### config.mk
export PLATFORM = sky130hd
export DESIGN_NAME = rasant_to_rtcm2_converter
export DESIGN_NICKNAME = d
export VERILOG_FILES = /design/src/design/rasrtcm_pkg.sv /design/src/design/rasrtcm_sat_ram.sv /design/src/design/rasrtcm_framer.sv /design/src/design/rasant_to_rtcm2_converter.sv
export VERILOG_INCLUDE_DIRS = /design/src /design/src/design
export SDC_FILE = /design/constraint.sdc
export NUM_CORES = 1
export LEC_CHECK = 0
export BUFFER_PORTS_ARGS = -buffer_cell sky130_fd_sc_hd__buf_2
export CORE_UTILIZATION = 60
export DETAILED_ROUTE_END_ITERATION = 6
export PLACE_DENSITY = 0.77
export SETUP_SLACK_MARGIN = 0.05
export SLEW_MARGIN = 30
export SYNTH_ARGS = -nofsm -noshare
export SYNTH_HDL_FRONTEND = slang
export SYNTH_SLANG_ARGS = --single-unit
### constraint.sdc
create_clock -name clk -period 6.8 [get_ports clk]
set_input_delay 2.04 -clock clk [delete_from_list [all_inputs] [get_ports clk]]
set_output_delay 2.04 -clock clk [all_outputs]
set_load 0.05 [all_outputs]
### src/design/rasant_to_rtcm2_converter_macros.svh
// ---------------------------------------------------------------------------
// RASANT to RTCM 2 converter: assertion macros
// Shared implication checks, clocked on clk and disabled in reset.
// ---------------------------------------------------------------------------
`ifndef RASANT_TO_RTCM2_CONVERTER_MACROS_SVH
`define RASANT_TO_RTCM2_CONVERTER_MACROS_SVH

// same-cycle implication
`define RASRTCM_ASSERT_NOW(lbl, ante, cons, msg) \
	lbl: assert property (@(posedge clk) disable iff (!arst_n) (ante) |-> (cons)) \
		else $error(msg);

// next-cycle implication
`define RASRTCM_ASSERT_NEXT(lbl, ante, cons, msg) \
	lbl: assert property (@(posedge clk) disable iff (!arst_n) (ante) |=> (cons)) \
		else $error(msg);

`endif

### src/design/rasrtcm_pkg.sv
// ---------------------------------------------------------------------------
// RASANT to RTCM 2 converter: package
// Word types, codes, satellite table entry and framing helpers.
// ---------------------------------------------------------------------------
package rasrtcm_pkg;

	localparam int NUM_SATS = 32;
	localparam int SAT_AW   = $clog2(NUM_SATS);

	typedef struct packed {
		logic [4:0]  group_bits;
		logic [15:0] block_c;
		logic [15:0] block_d;
	} in_word_t;

	typedef struct packed {
		logic [6:0] out_byte;
		logic       last;
		logic [1:0] status;
	} out_word_t;

	typedef struct packed {
		logic       scale;
		logic [1:0] udre;
		logic [15:0] range_corr;
		logic [7:0] rate_corr;
		logic [7:0] issue;
	} sat_entry_t;

	typedef struct packed {
		logic       start;
		logic [1:0] status;
		logic [2:0] nwords;
	} frm_ctl_t;

	localparam logic [1:0] ST_DATA       = 2'd0;
	localparam logic [1:0] ST_OPT        = 2'd1;
	localparam logic [1:0] ST_UNASSIGNED = 2'd2;

	localparam logic [2:0] MT_REF   = 3'd0;
	localparam logic [2:0] MT_CORR1 = 3'd1;
	localparam logic [2:0] MT_CORR2 = 3'd2;
	localparam logic [2:0] MT_COORD = 3'd3;
	localparam logic [2:0] MT_OPT   = 3'd4;
	localparam logic [2:0] MT_SKIP  = 3'd5;

	localparam logic [7:0] PREAMBLE = 8'h66;

	localparam logic [31:0] PMASK [6] = '{
		32'hbb1f3480, 32'h5d8f9a40, 32'haec7cd00,
		32'h5763e680, 32'h6bb1f340, 32'h8b7a89c0
	};
	localparam logic [31:0] DATA_MASK = 32'h3fffffc0;

	typedef enum logic [1:0] {TS_IDLE, TS_BUILD, TS_SEND} top_state_t;
	typedef enum logic       {FS_IDLE, FS_BUSY} frm_state_t;

	function automatic logic [5:0] rev6(input logic [5:0] v);
		logic [5:0] r;
		for (int i = 0; i < 6; i++) r[5 - i] = v[i];
		return r;
	endfunction

endpackage

### src/design/rasrtcm_sat_ram.sv
// ---------------------------------------------------------------------------
// RASANT to RTCM 2 converter: satellite table RAM
// One write port, one read port, registered read data.
// ---------------------------------------------------------------------------
module rasrtcm_sat_ram (
	input  logic                        clk,
	input  logic                        we,
	input  logic [rasrtcm_pkg::SAT_AW-1:0] waddr,
	input  rasrtcm_pkg::sat_entry_t     wdata,
	input  logic [rasrtcm_pkg::SAT_AW-1:0] raddr,
	output rasrtcm_pkg::sat_entry_t     rdata
);
	import rasrtcm_pkg::*;

	sat_entry_t mem [NUM_SATS];

	always_ff @(posedge clk) begin
		if (we) mem[waddr] <= wdata;
		rdata <= mem[raddr];
	end

endmodule

### src/design/rasrtcm_framer.sv
// ---------------------------------------------------------------------------
// RASANT to RTCM 2 converter: word framer
// Adds chained parity to each word and sends it as five Magnavox bytes.
// ---------------------------------------------------------------------------
`include "rasant_to_rtcm2_converter_macros.svh"

module rasrtcm_framer (
	input  logic                   clk,
	input  logic                   arst_n,
	input  rasrtcm_pkg::frm_ctl_t  ctl,
	input  logic [23:0]            word_data,
	output logic [2:0]             word_idx,
	output logic                   busy,
	output logic                   out_valid,
	input  logic                   out_stall,
	output rasrtcm_pkg::out_word_t out_data
);
	import rasrtcm_pkg::*;

	frm_state_t state_q, state_d;
	logic [1:0] status_q;
	logic [2:0] nwords_q, widx_q, bidx_q;
	logic [1:0] pp_q;
	logic       out_valid_q;
	out_word_t  out_data_q;

	logic [31:0] full, wp;
	logic [5:0]  par, sel;
	logic        space, load, fin;

	always_comb begin
		full = {pp_q, word_data, 6'b0};
		for (int j = 0; j < 6; j++) par[5 - j] = ^(full & PMASK[j]);
		wp = full | {26'b0, par};
		if (wp[30]) wp = wp ^ DATA_MASK;
		case (bidx_q)
			3'd0:    sel = wp[29:24];
			3'd1:    sel = wp[23:18];
			3'd2:    sel = wp[17:12];
			3'd3:    sel = wp[11:6];
			default: sel = wp[5:0];
		endcase
	end

	assign space = !out_valid_q || !out_stall;

	always_comb begin
		state_d = state_q;
		load = 1'b0;
		fin = 1'b0;
		case (state_q)
			FS_IDLE: begin
				if (ctl.start) state_d = FS_BUSY;
			end
			FS_BUSY: begin
				if (space) begin
					load = 1'b1;
					if (status_q != ST_DATA) fin = 1'b1;
					else if (bidx_q == 3'd4 && widx_q == nwords_q - 3'd1) fin = 1'b1;
					if (fin) state_d = FS_IDLE;
				end
			end
			default: state_d = FS_IDLE;
		endcase
	end

	always_ff @(posedge clk or negedge arst_n) begin
		if (!arst_n) state_q <= FS_IDLE;
		else state_q <= state_d;
	end

	always_ff @(posedge clk or negedge arst_n) begin
		if (!arst_n) begin
			out_valid_q <= 1'b0;
			pp_q <= 2'b0;
			status_q <= ST_DATA;
			nwords_q <= 3'd0;
			widx_q <= 3'd0;
			bidx_q <= 3'd0;
		end else begin
			if (ctl.start && state_q == FS_IDLE) begin
				status_q <= ctl.status;
				nwords_q <= ctl.nwords;
				widx_q <= 3'd0;
				bidx_q <= 3'd0;
			end
			if (load) begin
				out_valid_q <= 1'b1;
				if (status_q == ST_DATA) begin
					if (bidx_q == 3'd4) begin
						bidx_q <= 3'd0;
						widx_q <= widx_q + 3'd1;
						pp_q <= wp[1:0];
					end else begin
						bidx_q <= bidx_q + 3'd1;
					end
				end
			end else if (out_valid_q && !out_stall) begin
				out_valid_q <= 1'b0;
			end
		end
	end

	always_ff @(posedge clk) begin
		if (load) begin
			out_data_q.last <= fin;
			out_data_q.status <= status_q;
			out_data_q.out_byte <= (status_q == ST_DATA) ? {1'b1, rev6(sel)} : 7'd0;
		end
	end

	assign word_idx  = widx_q;
	assign busy      = (state_q == FS_BUSY);
	assign out_valid = out_valid_q;
	assign out_data  = out_data_q;

	`RASRTCM_ASSERT_NOW(a_start_idle, ctl.start, state_q == FS_IDLE, "start while busy")
	`RASRTCM_ASSERT_NOW(a_status_zero, out_valid_q && out_data_q.status != ST_DATA, out_data_q.out_byte == 7'd0 && out_data_q.last, "bad status item")
	`RASRTCM_ASSERT_NOW(a_data_mark, out_valid_q && out_data_q.status == ST_DATA, out_data_q.out_byte[6], "data byte lacks marker")
	`RASRTCM_ASSERT_NEXT(a_fin_idle, load && fin, state_q == FS_IDLE, "framer did not finish")

endmodule

### src/design/rasant_to_rtcm2_converter.sv
// ---------------------------------------------------------------------------
// RASANT to RTCM 2 converter: top level
// Decodes RASANT groups, keeps station and satellite tables, builds RTCM 2
// messages and hands their words to the framer.
// ---------------------------------------------------------------------------
// channel   direction  word
// in        sink       group_bits, block_c, block_d
// out       source     out_byte, last, status
// cfg       sink       output_enable (write only)
//
// Accept reads the satellite RAM; the next cycle modifies, writes back and
// builds; bytes then pass the framer's busy state and output register, one
// per cycle while out_stall is low. A type 9 group gives 35 bytes, a status
// group one status item, a group with no output (type five, coordinate index
// three, output disabled) none; in_stall holds new groups off until idle.
// Reset clears all tables; the satellite RAM reads as zero until written.
// ---------------------------------------------------------------------------
module rasant_to_rtcm2_converter (
	input  logic                   clk,
	input  logic                   arst_n,
	input  logic                   in_valid,
	output logic                   in_stall,
	input  rasrtcm_pkg::in_word_t  in_data,
	output logic                   out_valid,
	input  logic                   out_stall,
	output rasrtcm_pkg::out_word_t out_data,
	input  logic                   cfg_we,
	input  logic                   cfg_wdata
);
	import rasrtcm_pkg::*;

	top_state_t state_q, state_d;
	logic        oe_q;
	logic [12:0] z_q;
	logic [9:0]  sid_q;
	logic [2:0]  health_q;
	logic [31:0] coord_q [3];
	logic [SAT_AW-1:0] cur_q;
	logic [2:0]  seq_q;
	logic [NUM_SATS-1:0] vld_q;
	logic        rd_vld_s1;
	in_word_t    in_q;
	logic [23:0] w_q [7];

	logic        accept;
	sat_entry_t  rd_data, old_e, new_e;
	logic        ram_we;
	frm_ctl_t    ctl;
	logic [2:0]  word_idx;
	logic        fr_busy;
	logic [2:0]  mt;
	logic [1:0]  low;
	logic        build;
	logic [5:0]  mtype;
	logic [4:0]  mlen;
	logic [2:0]  nw;
	logic [23:0] wn [7];

	assign accept   = in_valid && !in_stall;
	assign in_stall = (state_q != TS_IDLE);
	assign mt  = in_q.group_bits[4:2];
	assign low = in_q.group_bits[1:0];

	rasrtcm_sat_ram u_ram (
		.clk   (clk),
		.we    (ram_we),
		.waddr (cur_q),
		.wdata (new_e),
		.raddr (in_data.block_d[15:11]),
		.rdata (rd_data)
	);

	always_comb begin
		old_e = rd_vld_s1 ? rd_data : '0;
		new_e = old_e;
		new_e.udre = low;
		new_e.range_corr = in_q.block_c;
		if (mt == MT_CORR1) begin
			new_e.scale = in_q.block_d[9];
			new_e.rate_corr = in_q.block_d[7:0];
		end else begin
			new_e.scale = in_q.block_d[8];
			new_e.issue = in_q.block_d[7:0];
		end
	end

	always_comb begin
		build = 1'b0;
		ram_we = 1'b0;
		mtype = 6'd0;
		mlen = 5'd0;
		nw = 3'd0;
		ctl = '0;
		for (int i = 0; i < 7; i++) wn[i] = 24'd0;
		case (mt)
			MT_REF: begin
				build = 1'b1; mtype = 6'd5; mlen = 5'd3; nw = 3'd3;
			end
			MT_CORR1, MT_CORR2: begin
				ram_we = (state_q == TS_BUILD);
				build = 1'b1; mtype = 6'd9; mlen = 5'd7; nw = 3'd7;
				wn[2] = {new_e.scale, new_e.udre, cur_q, new_e.range_corr};
				wn[3] = {new_e.rate_corr, new_e.issue, new_e.scale, new_e.udre, cur_q};
				wn[4] = {new_e.range_corr, new_e.rate_corr};
				wn[5] = {new_e.issue, new_e.scale, new_e.udre, cur_q,
					new_e.range_corr[15:8]};
				wn[6] = {new_e.range_corr[7:0], new_e.rate_corr, new_e.issue};
			end
			MT_COORD: begin
				if (low != 2'd3) begin
					build = 1'b1; mtype = 6'd3; mlen = 5'd6; nw = 3'd6;
				end
				wn[2] = coord_q[0][31:8];
				wn[3] = {coord_q[0][7:0], coord_q[1][31:16]};
				wn[4] = {coord_q[1][15:0], coord_q[2][31:24]};
				wn[5] = coord_q[2][23:0];
			end
			MT_OPT: begin
				if (low == 2'd3) begin
					build = 1'b1; mtype = 6'd16; mlen = 5'd5; nw = 3'd3;
					wn[2] = {8'h20, 8'h52, 8'h41};
				end else begin
					ctl.status = ST_OPT;
				end
			end
			MT_SKIP: ;
			default: ctl.status = ST_UNASSIGNED;
		endcase
		wn[0] = {PREAMBLE, mtype, sid_q};
		wn[1] = {z_q, seq_q, mlen, health_q};
		ctl.nwords = nw;
		ctl.start = (state_q == TS_BUILD) &&
			((build && oe_q) || ctl.status != ST_DATA);
	end

	always_comb begin
		state_d = state_q;
		case (state_q)
			TS_IDLE:  if (accept) state_d = TS_BUILD;
			TS_BUILD: state_d = ctl.start ? TS_SEND : TS_IDLE;
			TS_SEND:  if (!fr_busy) state_d = TS_IDLE;
			default:  state_d = TS_IDLE;
		endcase
	end

	always_ff @(posedge clk or negedge arst_n) begin
		if (!arst_n) state_q <= TS_IDLE;
		else state_q <= state_d;
	end

	always_ff @(posedge clk or negedge arst_n) begin
		if (!arst_n) begin
			oe_q <= 1'b1;
			z_q <= '0;
			sid_q <= '0;
			health_q <= '0;
			for (int i = 0; i < 3; i++) coord_q[i] <= '0;
			cur_q <= '0;
			seq_q <= '0;
			vld_q <= '0;
			rd_vld_s1 <= 1'b0;
		end else begin
			if (cfg_we) oe_q <= cfg_wdata;
			if (accept) begin
				rd_vld_s1 <= vld_q[in_data.block_d[15:11]];
				case (in_data.group_bits[4:2])
					MT_REF: begin
						sid_q <= in_data.block_c[9:0];
						health_q <= in_data.block_d[15:13];
						z_q <= in_data.block_d[12:0];
					end
					MT_CORR1, MT_CORR2: cur_q <= in_data.block_d[15:11];
					MT_COORD: begin
						if (in_data.group_bits[1:0] != 2'd3)
							coord_q[in_data.group_bits[1:0]] <=
								{in_data.block_c, in_data.block_d};
					end
					default: ;
				endcase
			end
			if (state_q == TS_BUILD && build) seq_q <= seq_q + 3'd1;
			if (ram_we) vld_q[cur_q] <= 1'b1;
		end
	end

	always_ff @(posedge clk) begin
		if (accept) in_q <= in_data;
		if (state_q == TS_BUILD) begin
			for (int i = 0; i < 7; i++) w_q[i] <= wn[i];
		end
	end

	rasrtcm_framer u_framer (
		.clk       (clk),
		.arst_n    (arst_n),
		.ctl       (ctl),
		.word_data (w_q[word_idx]),
		.word_idx  (word_idx),
		.busy      (fr_busy),
		.out_valid (out_valid),
		.out_stall (out_stall),
		.out_data  (out_data)
	);

endmodule

==> results.md <==
## CTS
* **Post-CTS Resized** 0
* **clock tree from TritonCTS** yes
* **number of CTS-inserted buffers** 88
* **H-tree levels** 3
* **cts hold-fix bufs** 0
* **buffer count from post-CTS setup fixing** 0
* **Reg clk slew, reported paths** 0.06 ns
* **Root Buffer Master** sky130_fd_sc_hd__clkbuf_16
* **sink count of the clock tree** 906
* **clock buffer depth** 3
* **clock latency on the worst-skew pair** 0.64 ns

## STA
* **slew at the pin with the worst max-slew slack** 1.09 ns
* **number of endpoints failing setup at the final stage** 0
* **sum of negative setup slack** 0 ns
* **time the worst path needs with I/O delays and setup** 4.00 ns
* **final count of hold timing violations** 0
* **f_max** 0.250 GHz
* **smallest setup slack after layout** 2.80 ns
* **fin crit share** 58.9%
* **setup repair after global routing missed its margin** false
* **hold slack** 0.443 ns
* **Relative slew margins** 27.2%
* **Clock Skews** 0.0232 ns
* **count of pins over their slew limit** 0

## Setup path
* **endpoint kind of the worst setup timing path** register
* **depth of the most critical reg-to-reg path** 9
* **critical path class** input pin to register
* **arrival time of data at the critical path endpoint** 4.52 ns
* **data required time at the worst endpoint** 7.32 ns
* **maximum fanout along the worst path** 56
* **Critical Path Source Type** input pin

## Min path
* **Min-Delay Path Depth** 0
* **class of the tightest hold or removal check** register to register

## Placed design
* **RD Place Congestion** 0.861
* **Placement Cell Area** 0.0381 mm²
* **number of port buffers** 54
* **pre-CTS worst setup slack** 2.10 ns
* **detailed placer's ending HPWL** 48900 µm

## Route
* **ANT nets after route** 0
* **drt first pass iters** 6
* **Initial DRC Count** 1993
* **Avg WL per Cell** 29.6 µm
* **total detailed-routing wirelength** 86100 µm
* **overall via count from detail_route** 19.0k
* **total DRC errors in the routed layout** 0
* **mean number of vias per cell** 6.52

## Synth
* **number of distinct standard cells referenced by the synthesized netlist** 65
* **average cell area after synthesis** 18.7 µm²
* **post-synth design cell area** 0.0368 mm²
* **warnings from Yosys** 0
* **number of synthesized flops with an enable pin** 709
* **nets in the synthesized netlist** 2012
* **gate count after technology mapping** 1961
* **fraction of the yosys area taken by sequential cells** 71.1%
* **Post-synth ARST share** 20.0%
* **FF+latch count, synth** 906
* **top_reg_cell synth** sky130_fd_sc_hd__edfxtp_1

## Global routing
* **global-route wire length before repair** 127000 µm
* **Total Routing Usage GR** 28.3%
* **number of global-route vias before repair** 19.3k
* **Congestion Overflow GR** 0
* **number of antenna violations at the first check in global routing** 2
* **pin count of the biggest net entering global routing** 102

## Pwr
* **Internal Dissipation** 0.0119 W
* **power share of the combinational group** 27.7%
* **Clock Power Share** 27.8%
* **power density relative to cell area** 416 mW/mm²
* **fraction of power spent switching nets** 29.9%
* **reported net switching power** 0.00510 W
* **proportion of power drawn by flip-flops and latches** 44.5%
* **leakage component of the power** 14.9 nW
* **peak supply drop** 0.379 mV

## Die
* **initial core utilization** 60.8%
* **IO Pins** 55
* **y dimension of the die** 250 µm
* **Row Count** 90
* **core area** 0.0605 mm²
* **Chip Width** 250 µm
* **die outline area** 0.0623 mm²

## Finish
* **Final Cell Area** 0.0410 mm²
* **number of nets in the finished design** 2104
* **Layout area overhead** 11.4%
* **fraction of layout cells with a size suffix above 1** 32.2%
* **Filler cells** 3815

## Run
* **total of max-cap violations** 0

## Run status
* **run status** completed

-- through the flow --
step	power, W	instances	utilization (%)
after floorplan	0.0112	1961	-
after global placement	0.0122	2744	63.0
after detailed placement	0.0124	2744	63.0
after CTS	0.0171	2905	67.6
after global routing	0.0177	2906	67.7
final	0.0170	2907	67.7
-- logic make-up (layout without fill, tap and decap cells) --
family	after synthesis	in the layout	share of synthesized area, %
adder cells (fa/ha/maj)	8	8	0.272
AND/OR/NAND/NOR	237	237	3.12
AO/OA/AOI/OAI	182	182	3.63
XOR/XNOR	96	96	2.47
buffers and inverters	129	292	1.47
other	0	1	0
flip-flops	906	906	71.1
multiplexers	403	403	17.9
-- worst max-delay path, cell delays in order --
cell,delay (ns)
sky130_fd_sc_hd__buf_8,0.44
sky130_fd_sc_hd__buf_4,0.60
sky130_fd_sc_hd__mux4_2,0.59
sky130_fd_sc_hd__mux4_2,0.47
sky130_fd_sc_hd__mux2_2,0.27
-- path summary, 6_finish.rpt --
kind,startpoint,endpoint,slack (ns)
hold / removal,sid_q[0],w_q[0][0],0.44
setup / recovery,in_data[11],u_ram.rdata[15],2.80
min in group asynchronous,arst_n,state_q[1],1.50
hold reg to reg,sid_q[0],w_q[0][0],0.44
setup reg to reg,u_framer.word_idx[0],u_framer.out_data[7],3.10
max in group asynchronous,arst_n,u_framer.word_idx[0],4.09
-- sequential cells by signal (all words and copies together) (netlist names), 2 cells and up --
| signal | flops |
|---|---|
| state_q | 2 |
| w_q | 156 |
| seq_q | 3 |
| sid_q | 10 |
| vld_q | 32 |
| u_ram.rdata | 16 |
| u_framer.status_q | 2 |
| u_framer.out_data | 10 |
| u_ram.mem | 512 |
| u_framer.pp_q | 2 |
| z_q | 13 |
| health_q | 3 |
| cur_q | 5 |
| u_framer.word_idx | 3 |
| in_q | 31 |
| u_framer.bidx_q | 3 |
| coord_q | 96 |
| u_framer.nwords_q | 3 |
-- cell usage in the layout, fill, tap and decap left out, drive strengths merged, types with 19 or more instances in the layout --
cell type    n
a22o        43
mux4       186
xnor2       56
mux2i       42
a21o        46
xor2        37
a21oi       30
nand2       66
and2        20
buf        112
mux2       175
or2         33
nand3       23
inv         20
clkbuf     119
nor2        61
edfxtp     709
o21ai       19
dfrtp      180
clkinv      34
-- routing by layer --
metal | wire, µm | GRT usage [%]
met1 | 32800 | 38.7
met2 | 43400 | 46.8
met3 | 6860 | 4.46
met4 | 3020 | 10.0
met5 | 0 | 0
-- synth_stat cells, types with 16 or more instances --
library cell               number  share of area [%]
sky130_fd_sc_hd__mux2i_1       41                1.1
sky130_fd_sc_hd__a21o_1        46               0.94
sky130_fd_sc_hd__a21oi_1       29               0.39
sky130_fd_sc_hd__xnor2_1       55                1.3
sky130_fd_sc_hd__nand3_1       23               0.31
sky130_fd_sc_hd__mux4_2       186                 11
sky130_fd_sc_hd__and2_1        17               0.29
sky130_fd_sc_hd__o21ai_0       18               0.25
sky130_fd_sc_hd__clkbuf_1      79               0.81
sky130_fd_sc_hd__inv_1         17               0.17
sky130_fd_sc_hd__or2_2         33               0.56
sky130_fd_sc_hd__edfxtp_1     709                 58
sky130_fd_sc_hd__buf_1         20               0.20
sky130_fd_sc_hd__mux2_2       172                5.3
sky130_fd_sc_hd__xor2_1        36               0.86
sky130_fd_sc_hd__nor2_1        61               0.62
sky130_fd_sc_hd__dfrtp_1      180                 12
sky130_fd_sc_hd__nand2_1       66               0.67
sky130_fd_sc_hd__dfxtp_1       16               0.87
sky130_fd_sc_hd__a22o_1        43                1.0
-- layout make-up --
class / instances / area [µm²] / area share, %
sequential: 906 / 26100 / 63.8
inverter: 18 / 72.6 / 0.177
tap: 782 / 978 / 2.39
clock inverter: 43 / 377 / 0.920
clock buffer: 118 / 2410 / 5.88
multi-input combinational: 926 / 10200 / 24.9
antenna: 1 / 2.50 / 0.00611
timing repair buffer: 113 / 774 / 1.89
-- power by group through the flow --
stage	clock [W]	sequential, W	combinational, W
floorplan	0	0.00753	0.00368
global placement	0	0.00764	0.00459
detailed placement	0	0.00768	0.00470
CTS	0.00480	0.00758	0.00472
global route	0.00499	0.00764	0.00508
finish	0.00474	0.00757	0.00472
No activity file was read; power rests on OpenSTA's default activity.
